**src/rtl/small_language_lexer_unit_macros.svh**
```systemverilog
// Assertion macros used by the lexer top level.
`ifndef SMALL_LANGUAGE_LEXER_UNIT_MACROS_SVH
`define SMALL_LANGUAGE_LEXER_UNIT_MACROS_SVH

// Same-cycle implication, checked at every clock edge out of reset.
`define SLL_ASSERT_NOW(label, ante, cons, msg) \
    label: assert property (@(posedge i_clk) disable iff (!i_rst_n) (ante) |-> (cons)) \
        else $error(msg);

// Next-cycle implication, checked at every clock edge out of reset.
`define SLL_ASSERT_NEXT(label, ante, cons, msg) \
    label: assert property (@(posedge i_clk) disable iff (!i_rst_n) (ante) |=> (cons)) \
        else $error(msg);

`endif

```
**src/rtl/sll_pkg.sv**
```systemverilog
// Types, token codes and character classes of the small language lexer.
`timescale 1ns / 1ps

package sll_pkg;

    typedef enum logic [2:0] {
        MODE_IDLE,
        MODE_IDENT,
        MODE_NUM,
        MODE_COLON,
        MODE_LESS,
        MODE_GREATER
    } t_mode;

    localparam logic [4:0] TOK_END     = 5'd0;
    localparam logic [4:0] TOK_IDENT   = 5'd10;
    localparam logic [4:0] TOK_NUMBER  = 5'd11;
    localparam logic [4:0] TOK_PLUS    = 5'd13;
    localparam logic [4:0] TOK_MINUS   = 5'd14;
    localparam logic [4:0] TOK_STAR    = 5'd15;
    localparam logic [4:0] TOK_SLASH   = 5'd16;
    localparam logic [4:0] TOK_COLON   = 5'd17;
    localparam logic [4:0] TOK_ASSIGN  = 5'd18;
    localparam logic [4:0] TOK_LESS    = 5'd20;
    localparam logic [4:0] TOK_NEQ     = 5'd21;
    localparam logic [4:0] TOK_LEQ     = 5'd22;
    localparam logic [4:0] TOK_GREATER = 5'd23;
    localparam logic [4:0] TOK_GEQ     = 5'd24;
    localparam logic [4:0] TOK_EQUAL   = 5'd25;
    localparam logic [4:0] TOK_SEMI    = 5'd26;
    localparam logic [4:0] TOK_LPAREN  = 5'd27;
    localparam logic [4:0] TOK_RPAREN  = 5'd28;

    localparam logic [7:0] CH_HASH    = 8'h23;
    localparam logic [7:0] CH_COLON   = 8'h3A;
    localparam logic [7:0] CH_LESS    = 8'h3C;
    localparam logic [7:0] CH_EQUAL   = 8'h3D;
    localparam logic [7:0] CH_GREATER = 8'h3E;

    localparam int KW_COUNT = 6;

    // One result word that does not come from the lexeme buffer.
    typedef struct packed {
        logic [4:0] code;
        logic [7:0] ch;
        logic       last;
        logic       bad;
    } t_res;

    // Up to two short results, after a flushed word if there is one.
    typedef struct packed {
        logic [1:0] cnt;
        t_res       t0;
        t_res       t1;
    } t_tail;

    function automatic logic is_alpha(input logic [7:0] c);
        is_alpha = (c >= 8'h61 && c <= 8'h7A) || (c >= 8'h41 && c <= 8'h5A);
    endfunction

    function automatic logic is_digit(input logic [7:0] c);
        is_digit = (c >= 8'h30 && c <= 8'h39);
    endfunction

    function automatic logic is_sep(input logic [7:0] c);
        is_sep = (c == 8'h20) || (c == 8'h2C) || (c == 8'h09) || (c == 8'h0A) ||
                 (c == 8'h0D) || (c == 8'h0B) || (c == 8'h0C);
    endfunction

    // Code of a one-character operator, TOK_END when c is none.
    function automatic logic [4:0] single_code(input logic [7:0] c);
        case (c)
            8'h2B:   single_code = TOK_PLUS;
            8'h2D:   single_code = TOK_MINUS;
            8'h2A:   single_code = TOK_STAR;
            8'h2F:   single_code = TOK_SLASH;
            8'h3D:   single_code = TOK_EQUAL;
            8'h3B:   single_code = TOK_SEMI;
            8'h28:   single_code = TOK_LPAREN;
            8'h29:   single_code = TOK_RPAREN;
            default: single_code = TOK_END;
        endcase
    endfunction

    // Keyword k is token code k + 1.
    function automatic logic [2:0] kw_len(input logic [2:0] k);
        case (k)
            3'd0:    kw_len = 3'd5;
            3'd1:    kw_len = 3'd2;
            3'd2:    kw_len = 3'd4;
            3'd3:    kw_len = 3'd5;
            3'd4:    kw_len = 3'd2;
            3'd5:    kw_len = 3'd3;
            default: kw_len = 3'd0;
        endcase
    endfunction

    function automatic logic [7:0] kw_char(input logic [2:0] k, input logic [2:0] p);
        logic [39:0] w;
        case (k)
            3'd0:    w = "begin";
            3'd1:    w = {"if", 24'h0};
            3'd2:    w = {"then", 8'h0};
            3'd3:    w = "while";
            3'd4:    w = {"do", 24'h0};
            3'd5:    w = {"end", 16'h0};
            default: w = '0;
        endcase
        case (p)
            3'd0:    kw_char = w[39:32];
            3'd1:    kw_char = w[31:24];
            3'd2:    kw_char = w[23:16];
            3'd3:    kw_char = w[15:8];
            3'd4:    kw_char = w[7:0];
            default: kw_char = 8'h00;
        endcase
    endfunction

endpackage

```
**src/rtl/sll_scanner.sv**
```systemverilog
// Scanner state machine: classifies each character and plans the results it causes.
`timescale 1ns / 1ps

module sll_scanner #(
    parameter int MAX_LEXEME = 16,
    parameter int LW = $clog2(MAX_LEXEME),
    parameter int CW = $clog2(MAX_LEXEME + 1)
) (
    input  logic          i_clk,
    input  logic          i_rst_n,
    input  logic          i_take,
    input  logic [7:0]    i_char,
    output logic          o_need_job,
    output logic [CW-1:0] o_word_len,
    output logic [4:0]    o_word_code,
    output logic          o_word_trunc,
    output logic          o_word_bank,
    output sll_pkg::t_tail o_tail,
    output logic          o_wr_en,
    output logic [LW:0]   o_wr_addr
);
    import sll_pkg::*;

    t_mode                r_mode, n_mode;
    logic [CW-1:0]        r_len, n_len;
    logic                 r_ovf, n_ovf;
    logic                 r_bank, n_bank;
    logic [KW_COUNT-1:0]  r_kw, n_kw;

    logic                 flush;
    logic                 rest;
    logic                 wr_en;
    logic [LW-1:0]        wr_idx;
    t_tail                tail;
    t_res                 res;
    logic [7:0]           first;
    logic [4:0]           pair;
    logic [4:0]           word_code;

    // Keyword hit of the word held now.
    always_comb begin
        word_code = (r_mode == MODE_NUM) ? TOK_NUMBER : TOK_IDENT;
        if (r_mode == MODE_IDENT && !r_ovf) begin
            for (int k = KW_COUNT - 1; k >= 0; k--) begin
                if (r_kw[k] && r_len == CW'(kw_len(3'(k)))) begin
                    word_code = 5'(k + 1);
                end
            end
        end
    end

    always_comb begin
        n_mode = r_mode;
        n_len  = r_len;
        n_ovf  = r_ovf;
        n_bank = r_bank;
        n_kw   = r_kw;
        flush  = 1'b0;
        rest   = 1'b0;
        wr_en  = 1'b0;
        wr_idx = r_len[LW-1:0];
        tail   = '0;
        res    = '0;
        first  = CH_COLON;
        pair   = TOK_END;

        case (r_mode)
            MODE_COLON, MODE_LESS, MODE_GREATER: begin
                first = (r_mode == MODE_COLON) ? CH_COLON :
                        (r_mode == MODE_LESS)  ? CH_LESS : CH_GREATER;
                if (r_mode == MODE_COLON && i_char == CH_EQUAL) begin
                    pair = TOK_ASSIGN;
                end else if (r_mode == MODE_LESS && i_char == CH_GREATER) begin
                    pair = TOK_NEQ;
                end else if (r_mode == MODE_LESS && i_char == CH_EQUAL) begin
                    pair = TOK_LEQ;
                end else if (r_mode == MODE_GREATER && i_char == CH_EQUAL) begin
                    pair = TOK_GEQ;
                end
                n_mode = MODE_IDLE;
                if (pair != TOK_END) begin
                    tail.cnt = 2'd2;
                    tail.t0  = '{code: pair, ch: first, last: 1'b0, bad: 1'b0};
                    tail.t1  = '{code: pair, ch: i_char, last: 1'b1, bad: 1'b0};
                end else begin
                    tail.cnt = 2'd1;
                    tail.t0  = '{code: (r_mode == MODE_COLON) ? TOK_COLON :
                                       (r_mode == MODE_LESS) ? TOK_LESS : TOK_GREATER,
                                 ch: first, last: 1'b1, bad: 1'b0};
                    rest     = 1'b1;
                end
            end
            MODE_IDENT, MODE_NUM: begin
                if (is_digit(i_char) || (r_mode == MODE_IDENT && is_alpha(i_char))) begin
                    // Append to the open word, or mark it cut.
                    if (r_len < CW'(MAX_LEXEME)) begin
                        wr_en = 1'b1;
                        n_len = r_len + CW'(1);
                        for (int k = 0; k < KW_COUNT; k++) begin
                            n_kw[k] = r_kw[k] && (r_len < CW'(kw_len(3'(k)))) &&
                                      (i_char == kw_char(3'(k), r_len[2:0]));
                        end
                    end else begin
                        n_ovf = 1'b1;
                    end
                end else begin
                    flush  = 1'b1;
                    rest   = 1'b1;
                    n_mode = MODE_IDLE;
                    n_len  = '0;
                    n_ovf  = 1'b0;
                    n_bank = ~r_bank;
                end
            end
            default: begin
                rest   = 1'b1;
                n_mode = MODE_IDLE;
            end
        endcase

        if (rest) begin
            if (is_alpha(i_char) || is_digit(i_char)) begin
                n_mode = is_alpha(i_char) ? MODE_IDENT : MODE_NUM;
                n_len  = CW'(1);
                n_ovf  = 1'b0;
                wr_en  = 1'b1;
                wr_idx = '0;
                for (int k = 0; k < KW_COUNT; k++) begin
                    n_kw[k] = (i_char == kw_char(3'(k), 3'd0));
                end
            end else if (i_char == CH_COLON) begin
                n_mode = MODE_COLON;
            end else if (i_char == CH_LESS) begin
                n_mode = MODE_LESS;
            end else if (!is_sep(i_char)) begin
                if (i_char == CH_HASH) begin
                    res = '{code: TOK_END, ch: i_char, last: 1'b1, bad: 1'b0};
                end else begin
                    res = '{code: single_code(i_char), ch: i_char, last: 1'b1,
                            bad: (single_code(i_char) == TOK_END)};
                end
                if (i_char == CH_GREATER) begin
                    n_mode = MODE_GREATER;
                end else begin
                    if (tail.cnt == 2'd0) begin
                        tail.t0 = res;
                    end else begin
                        tail.t1 = res;
                    end
                    tail.cnt = tail.cnt + 2'd1;
                end
            end
        end
    end

    always_ff @(posedge i_clk) begin
        if (!i_rst_n) begin
            r_mode <= MODE_IDLE;
            r_len  <= '0;
            r_ovf  <= 1'b0;
            r_bank <= 1'b0;
            r_kw   <= '0;
        end else if (i_take) begin
            r_mode <= n_mode;
            r_len  <= n_len;
            r_ovf  <= n_ovf;
            r_bank <= n_bank;
            r_kw   <= n_kw;
        end
    end

    assign o_need_job   = flush || (tail.cnt != 2'd0);
    assign o_word_len   = flush ? r_len : '0;
    assign o_word_code  = word_code;
    assign o_word_trunc = r_ovf;
    assign o_word_bank  = r_bank;
    assign o_tail       = tail;
    assign o_wr_en      = i_take && wr_en;
    assign o_wr_addr    = {n_bank, wr_idx};

endmodule

```
**src/rtl/small_language_lexer_unit.sv**
```systemverilog
// Top level of the streaming lexer: scanner, lexeme memory and result sequencer.
//
// Streaming tokenizer for a small language. Feed one source character per
// word on the input channel; tokens leave on the output channel as bursts of
// words, one per lexeme character, each carrying the token code, with
// o_last_char set on the final character. Keywords (begin, if, then, while,
// do, end; lowercase only) are codes 1 to 6, identifiers 10, unsigned numbers
// 11, operators 13 to 28, the end mark '#' code 0, and an unknown character
// comes back alone with o_bad_char set. Lexemes longer than MAX_LEXEME are cut
// and every one of their words has o_truncated set. Throughput: a character
// is taken in every cycle as long as the character does not close a token
// while the previous token is still being read out. A token of L characters
// plus up to two operator or marker words leaves at one word per cycle while
// i_out_stall is low, limited by the single read port of the two-bank lexeme
// memory; a character that closes a token waits (o_in_stall high) until the
// burst before it has been fully issued. The first result word passes the job
// slot, read stage and output register. No clearing pass after reset: the
// memory is only read at entries written by the current word.
`timescale 1ns / 1ps

`include "small_language_lexer_unit_macros.svh"

module small_language_lexer_unit #(
    parameter int MAX_LEXEME = 16
) (
    input  logic       i_clk,
    input  logic       i_rst_n,
    input  logic       i_in_valid,
    output logic       o_in_stall,
    input  logic [7:0] i_in_char,
    output logic       o_out_valid,
    input  logic       i_out_stall,
    output logic [4:0] o_token_code,
    output logic [7:0] o_lexeme_char,
    output logic       o_last_char,
    output logic       o_truncated,
    output logic       o_bad_char
);
    import sll_pkg::*;

    localparam int LW    = $clog2(MAX_LEXEME);
    localparam int CW    = $clog2(MAX_LEXEME + 1);
    localparam int PW    = $clog2(MAX_LEXEME + 3);
    localparam int DEPTH = 2 * (2 ** LW);

    // Scanner outputs.
    logic          need_job;
    logic [CW-1:0] sc_len;
    logic [4:0]    sc_code;
    logic          sc_trunc;
    logic          sc_bank;
    t_tail         sc_tail;
    logic          wr_en;
    logic [LW:0]   wr_addr;

    // Handshake and sequencing.
    logic take;
    logic load;
    logic out_free;
    logic rd_free;
    logic issue;
    logic slot_free;

    // Job slot: one closed token plus its trailing words.
    logic          r_job_valid;
    logic [CW-1:0] r_job_len;
    logic [4:0]    r_job_code;
    logic          r_job_trunc;
    logic          r_job_bank;
    t_tail         r_job_tail;
    logic [PW-1:0] r_job_pos;
    logic [PW-1:0] job_total;
    logic [PW-1:0] tail_pos;
    logic          in_word;
    logic          job_last;
    t_res          tail_res;

    // Read stage, lines up with the registered memory read.
    logic       r_rd_valid;
    logic       r_rd_mem;
    logic [4:0] r_rd_code;
    logic [7:0] r_rd_ch;
    logic       r_rd_last;
    logic       r_rd_trunc;
    logic       r_rd_bad;
    logic [7:0] r_rd_data;

    // Output register.
    logic       r_o_valid;
    logic [4:0] r_o_code;
    logic [7:0] r_o_char;
    logic       r_o_last;
    logic       r_o_trunc;
    logic       r_o_bad;

    // Two banks: the scanner fills one while the sequencer reads the other.
    logic [7:0] r_lex_mem [DEPTH];

    sll_scanner #(
        .MAX_LEXEME (MAX_LEXEME),
        .LW         (LW),
        .CW         (CW)
    ) u_scanner (
        .i_clk        (i_clk),
        .i_rst_n      (i_rst_n),
        .i_take       (take),
        .i_char       (i_in_char),
        .o_need_job   (need_job),
        .o_word_len   (sc_len),
        .o_word_code  (sc_code),
        .o_word_trunc (sc_trunc),
        .o_word_bank  (sc_bank),
        .o_tail       (sc_tail),
        .o_wr_en      (wr_en),
        .o_wr_addr    (wr_addr)
    );

    // Walk the job: word characters first, then the trailing words.
    assign job_total = PW'(r_job_len) + PW'(r_job_tail.cnt);
    assign in_word   = r_job_pos < PW'(r_job_len);
    assign tail_pos  = r_job_pos - PW'(r_job_len);
    assign tail_res  = tail_pos[0] ? r_job_tail.t1 : r_job_tail.t0;
    assign job_last  = (r_job_pos + PW'(1)) == job_total;

    // Each stage advances when the one after it is empty or moving.
    assign out_free  = !r_o_valid || !i_out_stall;
    assign rd_free   = !r_rd_valid || out_free;
    assign issue     = r_job_valid && rd_free;
    assign slot_free = !r_job_valid || (issue && job_last);

    // Hold a character that closes a token until the slot frees up.
    assign o_in_stall = need_job && !slot_free;
    assign take       = i_in_valid && !o_in_stall;
    assign load       = take && need_job;

    always_ff @(posedge i_clk) begin
        if (wr_en) begin
            r_lex_mem[wr_addr] <= i_in_char;
        end
        if (issue && in_word) begin
            r_rd_data <= r_lex_mem[{r_job_bank, r_job_pos[LW-1:0]}];
        end
    end

    // Job slot.
    always_ff @(posedge i_clk) begin
        if (!i_rst_n) begin
            r_job_valid <= 1'b0;
        end else if (load) begin
            r_job_valid <= 1'b1;
        end else if (issue && job_last) begin
            r_job_valid <= 1'b0;
        end
    end

    always_ff @(posedge i_clk) begin
        if (load) begin
            r_job_len   <= sc_len;
            r_job_code  <= sc_code;
            r_job_trunc <= sc_trunc;
            r_job_bank  <= sc_bank;
            r_job_tail  <= sc_tail;
            r_job_pos   <= '0;
        end else if (issue) begin
            r_job_pos <= r_job_pos + PW'(1);
        end
    end

    // Read stage.
    always_ff @(posedge i_clk) begin
        if (!i_rst_n) begin
            r_rd_valid <= 1'b0;
        end else if (rd_free) begin
            r_rd_valid <= issue;
        end
    end

    always_ff @(posedge i_clk) begin
        if (issue) begin
            r_rd_mem <= in_word;
            if (in_word) begin
                r_rd_code  <= r_job_code;
                r_rd_ch    <= 8'h00;
                r_rd_last  <= (r_job_pos + PW'(1)) == PW'(r_job_len);
                r_rd_trunc <= r_job_trunc;
                r_rd_bad   <= 1'b0;
            end else begin
                r_rd_code  <= tail_res.code;
                r_rd_ch    <= tail_res.ch;
                r_rd_last  <= tail_res.last;
                r_rd_trunc <= 1'b0;
                r_rd_bad   <= tail_res.bad;
            end
        end
    end

    // Output register.
    always_ff @(posedge i_clk) begin
        if (!i_rst_n) begin
            r_o_valid <= 1'b0;
        end else if (out_free) begin
            r_o_valid <= r_rd_valid;
        end
    end

    always_ff @(posedge i_clk) begin
        if (out_free && r_rd_valid) begin
            r_o_code  <= r_rd_code;
            r_o_char  <= r_rd_mem ? r_rd_data : r_rd_ch;
            r_o_last  <= r_rd_last;
            r_o_trunc <= r_rd_trunc;
            r_o_bad   <= r_rd_bad;
        end
    end

    assign o_out_valid   = r_o_valid;
    assign o_token_code  = r_o_code;
    assign o_lexeme_char = r_o_char;
    assign o_last_char   = r_o_last;
    assign o_truncated   = r_o_trunc;
    assign o_bad_char    = r_o_bad;

    // The sequencer never runs past the end of its job.
    `SLL_ASSERT_NOW(a_job_pos_in_range, r_job_valid, r_job_pos < job_total, "job position overrun")
    // Lexeme memory words are never error words.
    `SLL_ASSERT_NOW(a_mem_word_not_bad, r_rd_valid && r_rd_mem, !r_rd_bad, "bad flag on lexeme word")
    // A token burst has no holes: after a non-final word the next one is ready.
    `SLL_ASSERT_NEXT(a_burst_unbroken, r_o_valid && !i_out_stall && !r_o_last, r_o_valid, "gap in token burst")

endmodule
```
**config.mk**
```make
export PLATFORM = sky130hd
export DESIGN_NAME = small_language_lexer_unit
export DESIGN_NICKNAME = d
export VERILOG_FILES = /design/src/rtl/sll_pkg.sv /design/src/rtl/sll_scanner.sv /design/src/rtl/small_language_lexer_unit.sv
export VERILOG_INCLUDE_DIRS = /design/src /design/src/rtl
export SDC_FILE = /design/constraint.sdc
export NUM_CORES = 1
export LEC_CHECK = 0
export ABC_AREA = 1
export ABC_CLOCK_PERIOD_IN_PS = 4800
export BUFFER_PORTS_ARGS = -buffer_cell sky130_fd_sc_hd__buf_2
export CORE_MARGIN = 2
export CORE_UTILIZATION = 35
export DETAILED_ROUTE_END_ITERATION = 10
export HOLD_SLACK_MARGIN = 0.12
export PLACE_DENSITY_LB_ADDON = 0.3
export SLEW_MARGIN = 20
export SYNTH_ARGS = -nofsm -noshare
export SYNTH_HDL_FRONTEND = slang
export SYNTH_HIERARCHICAL = 1
export SYNTH_SLANG_ARGS = --single-unit
```
**constraint.sdc**
```tcl
create_clock -name i_clk -period 4.8 [get_ports i_clk]
set_clock_uncertainty 0.15 [all_clocks]
set_input_delay 0.72 -clock i_clk [delete_from_list [all_inputs] [get_ports i_clk]]
set_output_delay 0.72 -clock i_clk [all_outputs]
set_load 0.01 [all_outputs]
```
==> summary by stage <==
Setup path
The kind of critical path is reg -> reg. The type of origin of the critical path is a register. Data arrives at the worst endpoint at approximately 3.8 ns. Data on the critical path is required at its endpoint by 4.83 ns. The largest fanout of any net on the critical path is 29. The worst setup path is captured at a register.

Power
The proportion of power drawn by the clock network is 0.330. Power spread over the standard cell area amounts to 483 nW/um^2. Overall power consumption after layout is estimated at slightly below 9 mW.

Of the total power, the share spent switching nets is 0.325. The share of total power dissipated in sequential elements is 0.420. VDD sags by at most 0.512 mV. The relative contribution of combinational cells to total power is 0.250. The leakage component of the power is 6.58 nW. The reported net switching power is slightly below 3 mW. The internal power consumption is 6.03 mW.

STA
Setup violations remaining at the end of the flow were counted as 0. For the final routed database, the setup TNS stands at 0 ns. Setup slack closes at 1.06 ns. The final-report hold violation count came to 0. The pin slew with the least headroom to its limit is 1.01 ns. Setup repair after global routing left no endpoint under its margin. Dividing the final minimum period by the clock period gives 0.779. In this run the tightest slew margin relative to its limit is 0.328. The max-slew violation total from the final report is 0.

Derived from the worst setup path, the maximum achievable clock frequency is 267 MHz. The worst path in the final design needs a cycle of 3.74 ns, including I/O delays and setup.

Hold path
The worst hold-check path type is reg -> reg.

Floorplanning
The vertical die dimension is between 200 and 250 um. The floorplan step defined a core boundary enclosing 46,500 um^2. The site row count is 79. The initial standard-cell utilization of the core is 0.354.

The chip width is 221 um. The die covers around 50,000 um^2. Pin placement for this block handled 30 I/O pins.

Detailed routing
The total vias in the final route is 11,600. The count of routing violations after the opening detailed-route iteration is 1,218. The first detailed-routing pass ran for 5 iterations. Dividing the detail-routed via count by the number of cells gives 5.23.

The number of remaining DRC errors is 0. The remaining antenna violation count is 0. The routed wirelength normalized by instance count is 19.6 um. The final routed wirelength across all metal layers is 43.3 mm.

Layout
Measured on the finished design, the core utilization comes to 0.398. Of the cells placed in the final design, the portion with a size suffix greater than 1 is 0.103. With fillers left out, the area of the finished cells amounts to 18,500 um^2. The final layout contains roughly 1,600 nets. The top cell types in the final layout, fill and taps aside, are edfxtp_1 (341), nand2_1 (248), nor2_1 (243). Compared with the post-synthesis result, the final layout area differs by 12.4%. 0 antenna diodes ended up in the layout. The leading cell type in the layout, fill and taps excluded is edfxtp_1.

The fill cell total of the finished layout is 4,462.

Job
Max-cap violations in this run came to 0.

GRT
The global routing's busiest layer is met2. The met1 usage in global routing is 0.237. The via count of the first global-routing pass was ~11,000.

After global routing the overflow that remains totals 0. The first-pass GRT wire length is 66.1 mm. The initial antenna violation count is 0.

Across every metal layer, demand over resource in global routing totals 0.180. The global routing met2 resource utilization is 0.302. Entering global routing, the biggest net connects 81 pins. The global routing usage on met3 is 0.0263.

Synth
edfxtp_1 takes more of the synthesized area than any other cell. The number of nets handed over by synthesis was 1,575. The number of different library cells used by synthesis comes to 47. In the synthesized netlist, the number of instances is around 1,500. The number of register bits inferred by synthesis is 365. The register area share after synthesis is 0.652.

By area the synthesized netlist is led by edfxtp_1 (62%), nand2_1 (5.7%), nor2_1 (5.5%). The count of yosys warnings during synthesis is 6. The synthesized cell area is 16,400 um^2. In this run the mean area of a mapped cell was 10.6 um^2.

The share of synthesized area in the top cell type comes to 0.623.

Place
The count of buffers from port buffering is 29. The HPWL reported at the end of detailed placement is approximately 29 mm. At the end of routability-driven placement, the weighted congestion stood at 0.979. Summing all placed instances gives a cell area of 17,200 um^2. OpenSTA, run right after detailed placement, puts the worst setup slack at 0.486 ns.

Clocking
The CTS tree is yes. The number of clock sinks is around 370. The clock latency reported for the late side of the worst-skew pair is 0.56 ns. The clock tree synthesis step divided the H-tree into 2 levels. The buffer type at the clock tree root is clkbuf_16.

The clock input transition at the sequential cells of the worst setup and hold paths is 0.06 ns. The number of buffers added for setup after CTS is 0. No sink is reached through more buffers than the 3 on the longest clock path. Buffers inserted to repair hold after CTS numbered 0.

After clock tree synthesis, the repair step resized 0 gates. The total clock buffers created by CTS is 38.

Status
The run finished with clean final reports.
==> final cells by class <==
type,count,area (um^2),share of cell area
clock inverters,23,253,0.0137
multi-input cells,996,4910,0.266
clock buffers,45,1010,0.0546
inverters,113,427,0.0231
repair buffers,61,398,0.0215
flip-flops and latches,365,10700,0.580
well taps,607,759,0.0411
==> final timing paths <==
| path | start | endpoint | slack, ns | depth (start not counted) |
|---|---|---|---|---|
| worst min-delay path | r_rd_code[1]$_DFFE_PP_ | o_token_code[1]$_DFFE_PP_ | 0.27 | 0 |
| worst max register to register | r_job_pos[1]$_SDFFE_PP0P_ | r_lex_mem[7][6]$_DFFE_PP_ | 1.06 | 16 |
| worst min register to register | r_rd_code[1]$_DFFE_PP_ | o_token_code[1]$_DFFE_PP_ | 0.27 | 0 |
| worst max-delay path | r_job_pos[1]$_SDFFE_PP0P_ | r_lex_mem[7][6]$_DFFE_PP_ | 1.06 | 16 |
==> worst max-delay path: stages (launching register included) <==
cell,delay [ns]
dfxtp_2,0.68
ha_1,0.38
nand3_1,0.10
nand2_1,0.10
nand2_2,0.09
nand2_1,0.08
inv_1,0.04
nor2_1,0.09
nand3_1,0.15
nand2_2,0.15
o21ai_1,0.07
inv_1,0.08
inv_1,0.05
a21oi_1,0.25
nand3_1,0.12
buf_4,0.21
nor2_1,0.56
==> power groups by stage <==
stage / registers, mW / clock network (mW) / logic [mW]
after global placement: 3.82 / 0 / 2.22
final: 3.75 / 2.95 / 2.23
after detailed placement: 3.82 / 0 / 2.21
after global routing: 3.77 / 3.13 / 2.47
after CTS: 3.75 / 3.02 / 2.21
after floorplan: 3.77 / 0 / 1.58
==> kinds of logic (layout without fill, tap and decap cells) <==
family	Yosys count	in the layout	share of synthesized area
AND/OR/NAND/NOR	670	670	0.178
flip-flops	365	365	0.652
AO/OA/AOI/OAI	285	285	0.0947
buffers and inverters	188	242	0.0489
XOR/XNOR	17	17	0.00906
adder cells (fa/ha/maj)	14	14	0.0111
multiplexers	9	9	0.00609
other	1	1	0.000228
==> metal layers <==
layer  up-vias  routed length (um)
li1       5493                   -
met1      5560               18800
met2       419               20800
met3        79                2410
met4         0                1270
met5         -                   0
==> sequential cells by signal (all words and copies together) (netlist names), 5 cells and up <==
| name | flops |
|---|---|
| u_scanner/r_kw | 6 |
| r_rd_code | 5 |
| r_lex_mem | 256 |
| o_token_code | 5 |
| r_job_code | 5 |
| r_job_len | 5 |
| r_rd_ch | 8 |
| r_job_tail | 32 |
| o_lexeme_char | 8 |
| r_job_pos | 5 |
| r_rd_data | 8 |
| u_scanner/r_len | 5 |
==> metrics by stage <==
step,hold slack (ns),cells
after floorplan,0.250,1549
after global placement,0.253,2142
after detailed placement,0.255,2142
after CTS,0.269,2210
after global routing,0.279,2210
final,0.267,2210
==> synth_stat cells (all sizes together) <==
cell type / instances
o221ai: 2
buf: 35
nand2: 263
o21ai: 165
inv: 110
o31ai: 2
nor2b: 1
o311ai: 1
clkinv: 3
dfxtp: 24
clkbuf: 40
conb: 1
nand3b: 3
nor3: 10
mux2i: 1
nand4: 19
mux2: 8
o21bai: 2
fa: 1
edfxtp: 341
nor2: 249
a211oi: 1
o211ai: 5
xor2: 12
a21oi: 36
a21o: 1
ha: 13
nand3: 123
xnor2: 5
a31oi: 6
nor4: 2
o22ai: 64
(Power assumes the default switching activity.)
